[src/sv/utp_receive_state_machine_unit_defines.svh]
// Assertion macros for the uTP receive block.
// Each macro expects i_clk and i_rst_n in the using module.
`ifndef UTP_RECEIVE_STATE_MACHINE_UNIT_DEFINES_SVH
`define UTP_RECEIVE_STATE_MACHINE_UNIT_DEFINES_SVH

// same-cycle implication
`define UTP_RSM_ASSERT_IMPL(label, ante, cons, msg) \
    label: assert property (@(posedge i_clk) disable iff (!i_rst_n) (ante) |-> (cons)) \
        else $error(msg);

// next-cycle implication
`define UTP_RSM_ASSERT_NEXT(label, ante, cons, msg) \
    label: assert property (@(posedge i_clk) disable iff (!i_rst_n) (ante) |=> (cons)) \
        else $error(msg);

`endif

[src/sv/utp_rsm_pkg.sv]
package utp_rsm_pkg;

    localparam logic [3:0] PKT_DATA  = 4'd0;
    localparam logic [3:0] PKT_FIN   = 4'd1;
    localparam logic [3:0] PKT_STATE = 4'd2;
    localparam logic [3:0] PKT_RESET = 4'd3;
    localparam logic [3:0] PKT_SYN   = 4'd4;

    localparam logic [1:0] CFG_CONN_ID   = 2'd0;
    localparam logic [1:0] CFG_OPEN_MODE = 2'd1;
    localparam logic [1:0] CFG_INIT_SEQ  = 2'd2;

    localparam logic [15:0] MIN_PKT_LEN  = 16'd4;
    localparam logic [31:0] RTT_INIT     = 32'd500000;
    localparam logic [31:0] RTT_VAR_INIT = 32'd200000;

    localparam int unsigned S_TDATA_W = 144;
    localparam int unsigned M_TDATA_W = 104;

    // registered header, RTT sample already formed
    typedef struct packed {
        logic [3:0]  pkt_type;
        logic [15:0] pkt_len;
        logic [15:0] conn_id;
        logic [15:0] seq;
        logic        rtt_ok;
        logic [31:0] rtt_sample;
    } t_hdr;

    typedef struct packed {
        logic [31:0] rtt_var;
        logic [31:0] rtt;
        logic        state_changed;
        logic [2:0]  conn_state;
        logic        deliver;
        logic [15:0] own_seq;
        logic [15:0] ack_value;
        logic        send_ack;
    } t_result;

endpackage

[src/sv/utp_rsm_in_stage.sv]
module utp_rsm_in_stage (
    input  logic                                i_clk,
    input  logic                                i_rst_n,
    input  logic                                i_tvalid,
    output logic                                o_tready,
    input  logic [utp_rsm_pkg::S_TDATA_W-1:0]   i_tdata,
    input  logic [3:0]                          i_tuser,
    output logic                                o_valid,
    output utp_rsm_pkg::t_hdr                   o_item,
    input  logic                                i_take
);

    logic              r_valid;
    utp_rsm_pkg::t_hdr r_item;
    utp_rsm_pkg::t_hdr n_item;

    logic [31:0] ts;
    logic [31:0] tdiff;
    logic [31:0] now;

    assign ts    = i_tdata[79:48];
    assign tdiff = i_tdata[111:80];
    assign now   = i_tdata[143:112];

    always_comb begin
        n_item.pkt_type   = i_tuser;
        n_item.pkt_len    = i_tdata[15:0];
        n_item.conn_id    = i_tdata[31:16];
        n_item.seq        = i_tdata[47:32];
        n_item.rtt_ok     = (tdiff != 32'd0) && (now > ts);
        n_item.rtt_sample = (now - ts) + tdiff;
    end

    assign o_tready = !r_valid || i_take;

    always_ff @(posedge i_clk) begin
        if (!i_rst_n) begin
            r_valid <= 1'b0;
        end else if (o_tready) begin
            r_valid <= i_tvalid;
        end
        if (o_tready && i_tvalid) begin
            r_item <= n_item;
        end
    end

    assign o_valid = r_valid;
    assign o_item  = r_item;

endmodule

[src/sv/utp_rsm_core.sv]
`include "utp_receive_state_machine_unit_defines.svh"

module utp_rsm_core #(
    parameter int unsigned HEADER_BYTES = 20
) (
    input  logic                 i_clk,
    input  logic                 i_rst_n,
    input  logic                 i_cfg_we,
    input  logic [1:0]           i_cfg_index,
    input  logic [15:0]          i_cfg_wdata,
    input  logic                 i_valid,
    input  utp_rsm_pkg::t_hdr    i_item,
    output logic                 o_ready,
    output logic                 o_res_valid,
    output utp_rsm_pkg::t_result o_res,
    input  logic                 i_res_ready
);

    localparam logic [15:0] HDR_LEN = 16'(HEADER_BYTES);

    typedef enum logic [2:0] {
        ST_IDLE      = 3'd0,
        ST_SYN_SENT  = 3'd1,
        ST_SYN_RECV  = 3'd2,
        ST_CONNECTED = 3'd3,
        ST_CLOSED    = 3'd4
    } t_conn_state;

    t_conn_state r_state, n_state;
    logic [15:0] r_last_ack, n_last_ack;
    logic [15:0] r_own_seq, n_own_seq;
    logic [31:0] r_rtt, n_rtt;
    logic [31:0] r_rtt_var, n_rtt_var;
    logic [15:0] r_cfg_conn_id;
    logic        r_cfg_open;
    logic [15:0] r_cfg_iseq;

    logic                 r_res_valid;
    utp_rsm_pkg::t_result r_res, n_res;

    logic        fire;
    logic        ack, deliver, changed;
    logic [31:0] d, mag, var_sum, est_sum;

    assign o_ready = !r_res_valid || i_res_ready;
    assign fire    = i_valid && o_ready;

    always_comb begin
        d       = r_rtt - i_item.rtt_sample;
        mag     = d[31] ? (32'd0 - d) : d;
        var_sum = (r_rtt_var << 1) + r_rtt_var + mag;
        est_sum = (r_rtt << 3) - r_rtt + i_item.rtt_sample;
    end

    always_comb begin
        n_state    = r_state;
        n_last_ack = r_last_ack;
        n_own_seq  = r_own_seq;
        n_rtt      = r_rtt;
        n_rtt_var  = r_rtt_var;
        ack        = 1'b0;
        deliver    = 1'b0;
        changed    = 1'b0;
        if (i_item.pkt_len >= utp_rsm_pkg::MIN_PKT_LEN) begin
            if (i_item.pkt_type == utp_rsm_pkg::PKT_RESET) begin
                n_state = ST_CLOSED;
                changed = 1'b1;
            end else if (i_item.pkt_len >= HDR_LEN && i_item.conn_id == r_cfg_conn_id) begin
                case (i_item.pkt_type)
                    utp_rsm_pkg::PKT_SYN: begin
                        if (r_state == ST_IDLE) begin
                            n_last_ack = i_item.seq;
                            n_state    = ST_SYN_RECV;
                            ack        = 1'b1;
                            changed    = 1'b1;
                        end
                    end
                    utp_rsm_pkg::PKT_STATE: begin
                        if (r_state == ST_SYN_SENT) begin
                            n_last_ack = i_item.seq;
                            n_own_seq  = r_own_seq + 16'd1;
                            n_state    = ST_CONNECTED;
                            changed    = 1'b1;
                        end else if (r_state == ST_SYN_RECV) begin
                            n_last_ack = i_item.seq;
                            n_state    = ST_CONNECTED;
                            changed    = 1'b1;
                        end else if (r_state == ST_CONNECTED) begin
                            if (i_item.seq > r_last_ack) begin
                                n_last_ack = i_item.seq;
                            end
                        end
                        if (i_item.rtt_ok) begin
                            if (r_rtt == utp_rsm_pkg::RTT_INIT) begin
                                n_rtt     = i_item.rtt_sample;
                                n_rtt_var = i_item.rtt_sample >> 1;
                            end else begin
                                n_rtt     = est_sum >> 3;
                                n_rtt_var = var_sum >> 2;
                            end
                        end
                    end
                    utp_rsm_pkg::PKT_DATA: begin
                        if (r_state == ST_CONNECTED || r_state == ST_SYN_RECV) begin
                            if (i_item.seq == r_last_ack + 16'd1) begin
                                n_last_ack = i_item.seq;
                                deliver    = i_item.pkt_len > HDR_LEN;
                                if (r_state == ST_SYN_RECV) begin
                                    n_state = ST_CONNECTED;
                                    changed = 1'b1;
                                end
                                ack = 1'b1;
                            end else if (i_item.seq <= r_last_ack) begin
                                ack = 1'b1;
                            end
                        end
                    end
                    utp_rsm_pkg::PKT_FIN: begin
                        n_state = ST_CLOSED;
                        changed = 1'b1;
                    end
                    default: ;
                endcase
            end
        end
        n_res.send_ack      = ack;
        n_res.ack_value     = n_last_ack;
        n_res.own_seq       = n_own_seq;
        n_res.deliver       = deliver;
        n_res.conn_state    = n_state;
        n_res.state_changed = changed;
        n_res.rtt           = n_rtt;
        n_res.rtt_var       = n_rtt_var;
    end

    always_ff @(posedge i_clk) begin
        if (!i_rst_n) begin
            r_cfg_conn_id <= 16'd0;
            r_cfg_open    <= 1'b0;
            r_cfg_iseq    <= 16'd0;
            r_state       <= ST_IDLE;
            r_last_ack    <= 16'd0;
            r_own_seq     <= 16'd0;
            r_rtt         <= utp_rsm_pkg::RTT_INIT;
            r_rtt_var     <= utp_rsm_pkg::RTT_VAR_INIT;
            r_res_valid   <= 1'b0;
        end else begin
            if (o_ready) begin
                r_res_valid <= i_valid;
            end
            if (i_cfg_we) begin
                unique case (i_cfg_index)
                    utp_rsm_pkg::CFG_CONN_ID: begin
                        r_cfg_conn_id <= i_cfg_wdata;
                    end
                    utp_rsm_pkg::CFG_OPEN_MODE: begin
                        r_cfg_open <= i_cfg_wdata[0];
                        r_state    <= i_cfg_wdata[0] ? ST_SYN_SENT : ST_IDLE;
                        r_last_ack <= 16'd0;
                        r_own_seq  <= r_cfg_iseq;
                        r_rtt      <= utp_rsm_pkg::RTT_INIT;
                        r_rtt_var  <= utp_rsm_pkg::RTT_VAR_INIT;
                    end
                    utp_rsm_pkg::CFG_INIT_SEQ: begin
                        r_cfg_iseq <= i_cfg_wdata;
                        r_state    <= r_cfg_open ? ST_SYN_SENT : ST_IDLE;
                        r_last_ack <= 16'd0;
                        r_own_seq  <= i_cfg_wdata;
                        r_rtt      <= utp_rsm_pkg::RTT_INIT;
                        r_rtt_var  <= utp_rsm_pkg::RTT_VAR_INIT;
                    end
                    default: ;
                endcase
            end else if (fire) begin
                r_state    <= n_state;
                r_last_ack <= n_last_ack;
                r_own_seq  <= n_own_seq;
                r_rtt      <= n_rtt;
                r_rtt_var  <= n_rtt_var;
            end
        end
        if (fire) begin
            r_res <= n_res;
        end
    end

    assign o_res_valid = r_res_valid;
    assign o_res       = r_res;

    `UTP_RSM_ASSERT_NEXT(a_own_seq_step, fire && !i_cfg_we,
        r_own_seq == $past(r_own_seq) || r_own_seq == $past(r_own_seq) + 16'd1,
        "own sequence moved by more than one")
    `UTP_RSM_ASSERT_IMPL(a_deliver_acks, r_res_valid && r_res.deliver,
        r_res.send_ack && r_res.conn_state == ST_CONNECTED,
        "payload delivered without ack or outside connected")
    `UTP_RSM_ASSERT_IMPL(a_ack_state, r_res_valid && r_res.send_ack,
        r_res.conn_state == ST_SYN_RECV || r_res.conn_state == ST_CONNECTED,
        "ack requested in a state that cannot ack")
    `UTP_RSM_ASSERT_IMPL(a_change_target, r_res_valid && r_res.state_changed,
        r_res.conn_state != ST_IDLE && r_res.conn_state != ST_SYN_SENT,
        "state change into a start state")

endmodule

[src/sv/utp_receive_state_machine_unit.sv]
// A transfer accepted on the input goes through the header register, then the
// result register.
// Throughput: one transfer per cycle when output is ready; state update is one pass.
// Reset (synchronous, active low): configuration cleared, connection idle,
// RTT estimate 500000 and variance 200000; a result still waiting is dropped.
module utp_receive_state_machine_unit #(
    parameter int unsigned HEADER_BYTES = 20
) (
    input  logic                                i_clk,
    input  logic                                i_rst_n,
    input  logic                                i_s_axis_tvalid,
    output logic                                o_s_axis_tready,
    // packet_length, hdr_conn_id, hdr_seq, hdr_timestamp, hdr_timestamp_diff, now_us
    input  logic [utp_rsm_pkg::S_TDATA_W-1:0]   i_s_axis_tdata,
    // pkt_type
    input  logic [3:0]                          i_s_axis_tuser,
    output logic                                o_m_axis_tvalid,
    input  logic                                i_m_axis_tready,
    // send_ack, ack_value, own_seq_out, deliver_payload, conn_state_out,
    // state_changed, rtt_out, rtt_var_out, 2 zero bits
    output logic [utp_rsm_pkg::M_TDATA_W-1:0]   o_m_axis_tdata,
    input  logic                                i_cfg_we,
    input  logic [1:0]                          i_cfg_index,
    input  logic [15:0]                         i_cfg_wdata
);

    logic                 hdr_valid;
    utp_rsm_pkg::t_hdr    hdr;
    logic                 core_ready;
    utp_rsm_pkg::t_result res;

    utp_rsm_in_stage u_in (
        .i_clk    (i_clk),
        .i_rst_n  (i_rst_n),
        .i_tvalid (i_s_axis_tvalid),
        .o_tready (o_s_axis_tready),
        .i_tdata  (i_s_axis_tdata),
        .i_tuser  (i_s_axis_tuser),
        .o_valid  (hdr_valid),
        .o_item   (hdr),
        .i_take   (core_ready)
    );

    utp_rsm_core #(
        .HEADER_BYTES (HEADER_BYTES)
    ) u_core (
        .i_clk       (i_clk),
        .i_rst_n     (i_rst_n),
        .i_cfg_we    (i_cfg_we),
        .i_cfg_index (i_cfg_index),
        .i_cfg_wdata (i_cfg_wdata),
        .i_valid     (hdr_valid),
        .i_item      (hdr),
        .o_ready     (core_ready),
        .o_res_valid (o_m_axis_tvalid),
        .o_res       (res),
        .i_res_ready (i_m_axis_tready)
    );

    assign o_m_axis_tdata = {2'b00, res};

endmodule

[config.mk]
export PLATFORM = sky130hd
export DESIGN_NAME = utp_receive_state_machine_unit
export DESIGN_NICKNAME = d
export VERILOG_FILES = /design/src/sv/utp_rsm_pkg.sv /design/src/sv/utp_rsm_in_stage.sv /design/src/sv/utp_rsm_core.sv /design/src/sv/utp_receive_state_machine_unit.sv
export VERILOG_INCLUDE_DIRS = /design/src /design/src/sv
export SDC_FILE = /design/constraint.sdc
export NUM_CORES = 1
export LEC_CHECK = 0
export BUFFER_PORTS_ARGS = -buffer_cell sky130_fd_sc_hd__clkbuf_2
export CAP_MARGIN = 20
export CORE_MARGIN = 1
export CORE_UTILIZATION = 44
export CTS_BUF_LIST = sky130_fd_sc_hd__clkbuf_4
export CTS_CLUSTER_SIZE = 28
export DETAILED_ROUTE_END_ITERATION = 12
export GPL_ROUTABILITY_DRIVEN = 0
export PLACE_DENSITY = 0.6
export SYNTH_ARGS = -nofsm -noshare
export SYNTH_HDL_FRONTEND = slang
export SYNTH_SLANG_ARGS = --single-unit
[constraint.sdc]
create_clock -name i_clk -period 14.6 [get_ports i_clk]
set_clock_uncertainty 0.1 [all_clocks]
set_input_delay 1.46 -clock i_clk [delete_from_list [all_inputs] [get_ports i_clk]]
set_output_delay 1.46 -clock i_clk [all_outputs]
set_load 0.05 [all_outputs]
==> impl_metrics.yaml <==
placed_design:
  dp_cells: 3859
  port_buffers: 274
  dp.final_hpwl_um: 59900
synth:
  synthSimpleGateAreaFrac_pct: 14.8
  synthMuxAreaShare_pct: 1.78
  synth_top_area_cell: "edfxtp_1"
  synth_area_leaders: "edfxtp_1, dfxtp_1, ha_1"
  synth_top_family_by_area: "compound AO/OA/AOI/OAI gates"
  synth_edf_count: 187
  synth-seq-cells: 321
  synth_area_per_cell_um2: 8.71
  async_flop_share_pct: 0
  synth.most_common_cell: "inv_1"
  synth_top_area_share_pct: 22.0
  yosys-top-cells-count: "inv_1, nand2_1, a21oi_1"
  synthDistinctLibCells: 99
  synth_xor_xnor_area_share_pct: 6.01
  ys_dominant_reg_cell: "edfxtp_1"
  netlist_area_um2: 25500
  synth_compound_area_share_pct: 21.1
  syn_inst: 2924
  yosysWarnings: 0
  synth-seq-area-share_pct: 32.6
  synth-adder-area-share_pct: 15.9
clock_network:
  cts_setup_buffers: 0
  cts.sinks: 321
  htree_num_levels: 3
  clock_path_buffers: 3
  cts-resized-gates: 0
  postCtsHoldBufs: 0
  clk_pin_slew_ps: 70
  numCtsBuffers: 91
  cts_tree: "built"
  worst_skew_pair.late_latency_ps: 900
  root_buffer: "clkbuf_4"
sta:
  max_freq_mhz: 135
  max_slew_margin_pct: 29.6
  period_share_pct: 50.8
  rsz0062_at_grt: "false"
  tightest_slew_ps: 1050
  fin_crit_ps: 7420
  setup_viol_count_final: 0
  hold_viol: 0
  maxSlewViolCount: 0
  setup-tns-final_ps: 0
floorplanning:
  fp.dieH_um: 243
  core_area_um2: 56800
  die_x_um: 243
  start_util_pct: 44.8
  die-area_um2: 58900
  num_io_pins: 277
  rows: 87
worst_setup_path:
  crit_path_end_kind: "register"
  critPathMaxStageDelay_ps: 510
  worstPathArrival_ps: 8100
  crit_required_ps: 15280
  critPathKind: "reg -> reg"
  path_common_cell: "inv_1"
  start_kind: "register"
  critPathSlowestCell: "or4_4"
  cp_max_fo: 6
pwr:
  vdd_drop_max_mv: 0.0814
  p_leak_uw: 0.0128
  p_per_area_nw_per_um2: 128
global_routing:
  grt_overflow_total: 0
  grt_first_pass_wirelength_um: 123000
  track_usage_pct: 26.6
  grt_pass1_vias: 22206
  grt_max_degree: 76
  antenna_found_initial: 3
layout:
  multi_input_area_um2: 15300
  seq_area_um2: 8300
  final_cells: 4037
  nets: 3637
  final.fill_count: 5566
  syn_to_final_growth_pct: 13.1
  drive_above_1_share_pct: 15.6
drt:
  ant_nets: 0
  vias: 22699
  routedWlPerCell_um: 19.7
  first_pass_iters: 6
  drt_iter0_drc: 2034
  vias_per_cell: 5.62
  drcViolationCount: 0
  routed_wl_um: 79700
hold_path:
  hp-class: "reg -> reg"
outcome:
  outcome: "complete, no violations"
job:
  cap_viol_max_count: 0
[state kept, by name, indices dropped and copies added, names as in the netlist, 3 cells and up]
register and count:
u_core.r_cfg_iseq 16, u_core.r_rtt 32, u_core.r_state 3, u_core.o_res 102, u_core.r_own_seq 16, u_core.r_cfg_conn_id 16, u_core.r_rtt_var 32, u_core.r_last_ack 16
u_in.o_item 85
[per-layer routing]
| metal | global-route usage [%] | up-vias | wire (um) |
|---|---|---|---|
| met4 | 7.92 | 0 | 1750 |
| met5 | 0 | - | 0 |
| met1 | 37.0 | 10825 | 35800 |
| met3 | 5.80 | 131 | 6700 |
| met2 | 41.2 | 879 | 35500 |
| li1 | - | 10864 | - |
[per-stage QoR]
stage          util (%)  hold WS, ps  area, um2  total power (uW)  setup WS [ps]
2_1_floorplan         -          324      25500              2360           6460
3_3_place_gp       48.5          334      27600              2750           7300
3_5_place_dp       48.5          346      27600              2780           7260
4_1_cts            50.7          360      28800              3680           7300
5_1_grt            50.7          388      28800              3960           6620
6_report           50.7          356      28800              3680           7180
[report_power, final]
group / switching, uW / total [uW] / leakage [uW] / internal [uW]
registers: 34.0 / 1060 / 0.00282 / 1020
logic: 1070 / 1750 / 0.00920 / 680
clock network: 430 / 877 / 0.000732 / 447
total: 1530 / 3680 / 0.0128 / 2150
[critical path: cells and delay by family, from the launching register on]
kind | cells | cell delay [ps]
flip-flops | 1 | 350
buffers and inverters | 3 | 230
AND/OR/NAND/NOR | 6 | 1560
AO/OA/AOI/OAI | 12 | 3090
adder cells (fa/ha/maj) | 4 | 1550
XOR/XNOR | 2 | 480
[area by class of cell]
cell class | instances | share of cell area, %
Antenna cell | 6 | 0.0521
Clock buffer | 140 | 3.65
Clock inverter | 30 | 0.612
Inverter | 403 | 5.25
Multi-Input combinational cell | 2084 | 53.0
Sequential cell | 321 | 28.8
Tap cell | 756 | 3.28
Timing Repair Buffer | 297 | 5.38
[final timing paths]
kind	startpoint	endpoint	slack, ps	depth (start not counted)
max reg2reg	u_core.r_rtt[0]	u_core.r_rtt_var[29]	7180	27
min reg2reg	u_core.r_own_seq[15]	u_core.r_own_seq[15]	360	2
min	u_core.r_own_seq[15]	u_core.r_own_seq[15]	360	2
max	u_core.r_rtt[0]	u_core.r_rtt_var[29]	7180	27
[cells by family (layout without fill, tap and decap cells)]
group | Yosys count | after routing
AOI/OAI and AO/OA | 836 | 836
and+or+nand+nor | 757 | 757
buffers and inverters | 520 | 870
DFF | 321 | 321
adders and majority gates | 270 | 270
xor gates and xnor gates | 175 | 175
muxes | 44 | 44
other | 1 | 8
[placed cells by master (no fill, tap or decap), drive strengths merged, types with 18 or more instances in the layout]
| master | count |
|---|---|
| ha | 177 |
| dfxtp | 134 |
| edfxtp | 187 |
| nand2 | 270 |
| a211oi | 34 |
| o21a | 23 |
| clkbuf | 414 |
| nor3 | 35 |
| inv | 407 |
| a2bb2oi | 18 |
| and3 | 30 |
| a21o | 60 |
| xnor2 | 110 |
| nor4 | 38 |
| mux2i | 33 |
| nand2b | 21 |
| fa | 91 |
| a21oi | 231 |
| nand4 | 34 |
| a22o | 27 |
| o211ai | 20 |
| nand3 | 42 |
| a21boi | 51 |
| nor2 | 136 |
| a22oi | 27 |
| o21ai | 222 |
| clkinv | 26 |
| buf | 23 |
| and2 | 44 |
| xor2 | 65 |
| nor2b | 51 |
(Power assumes the default switching activity.)
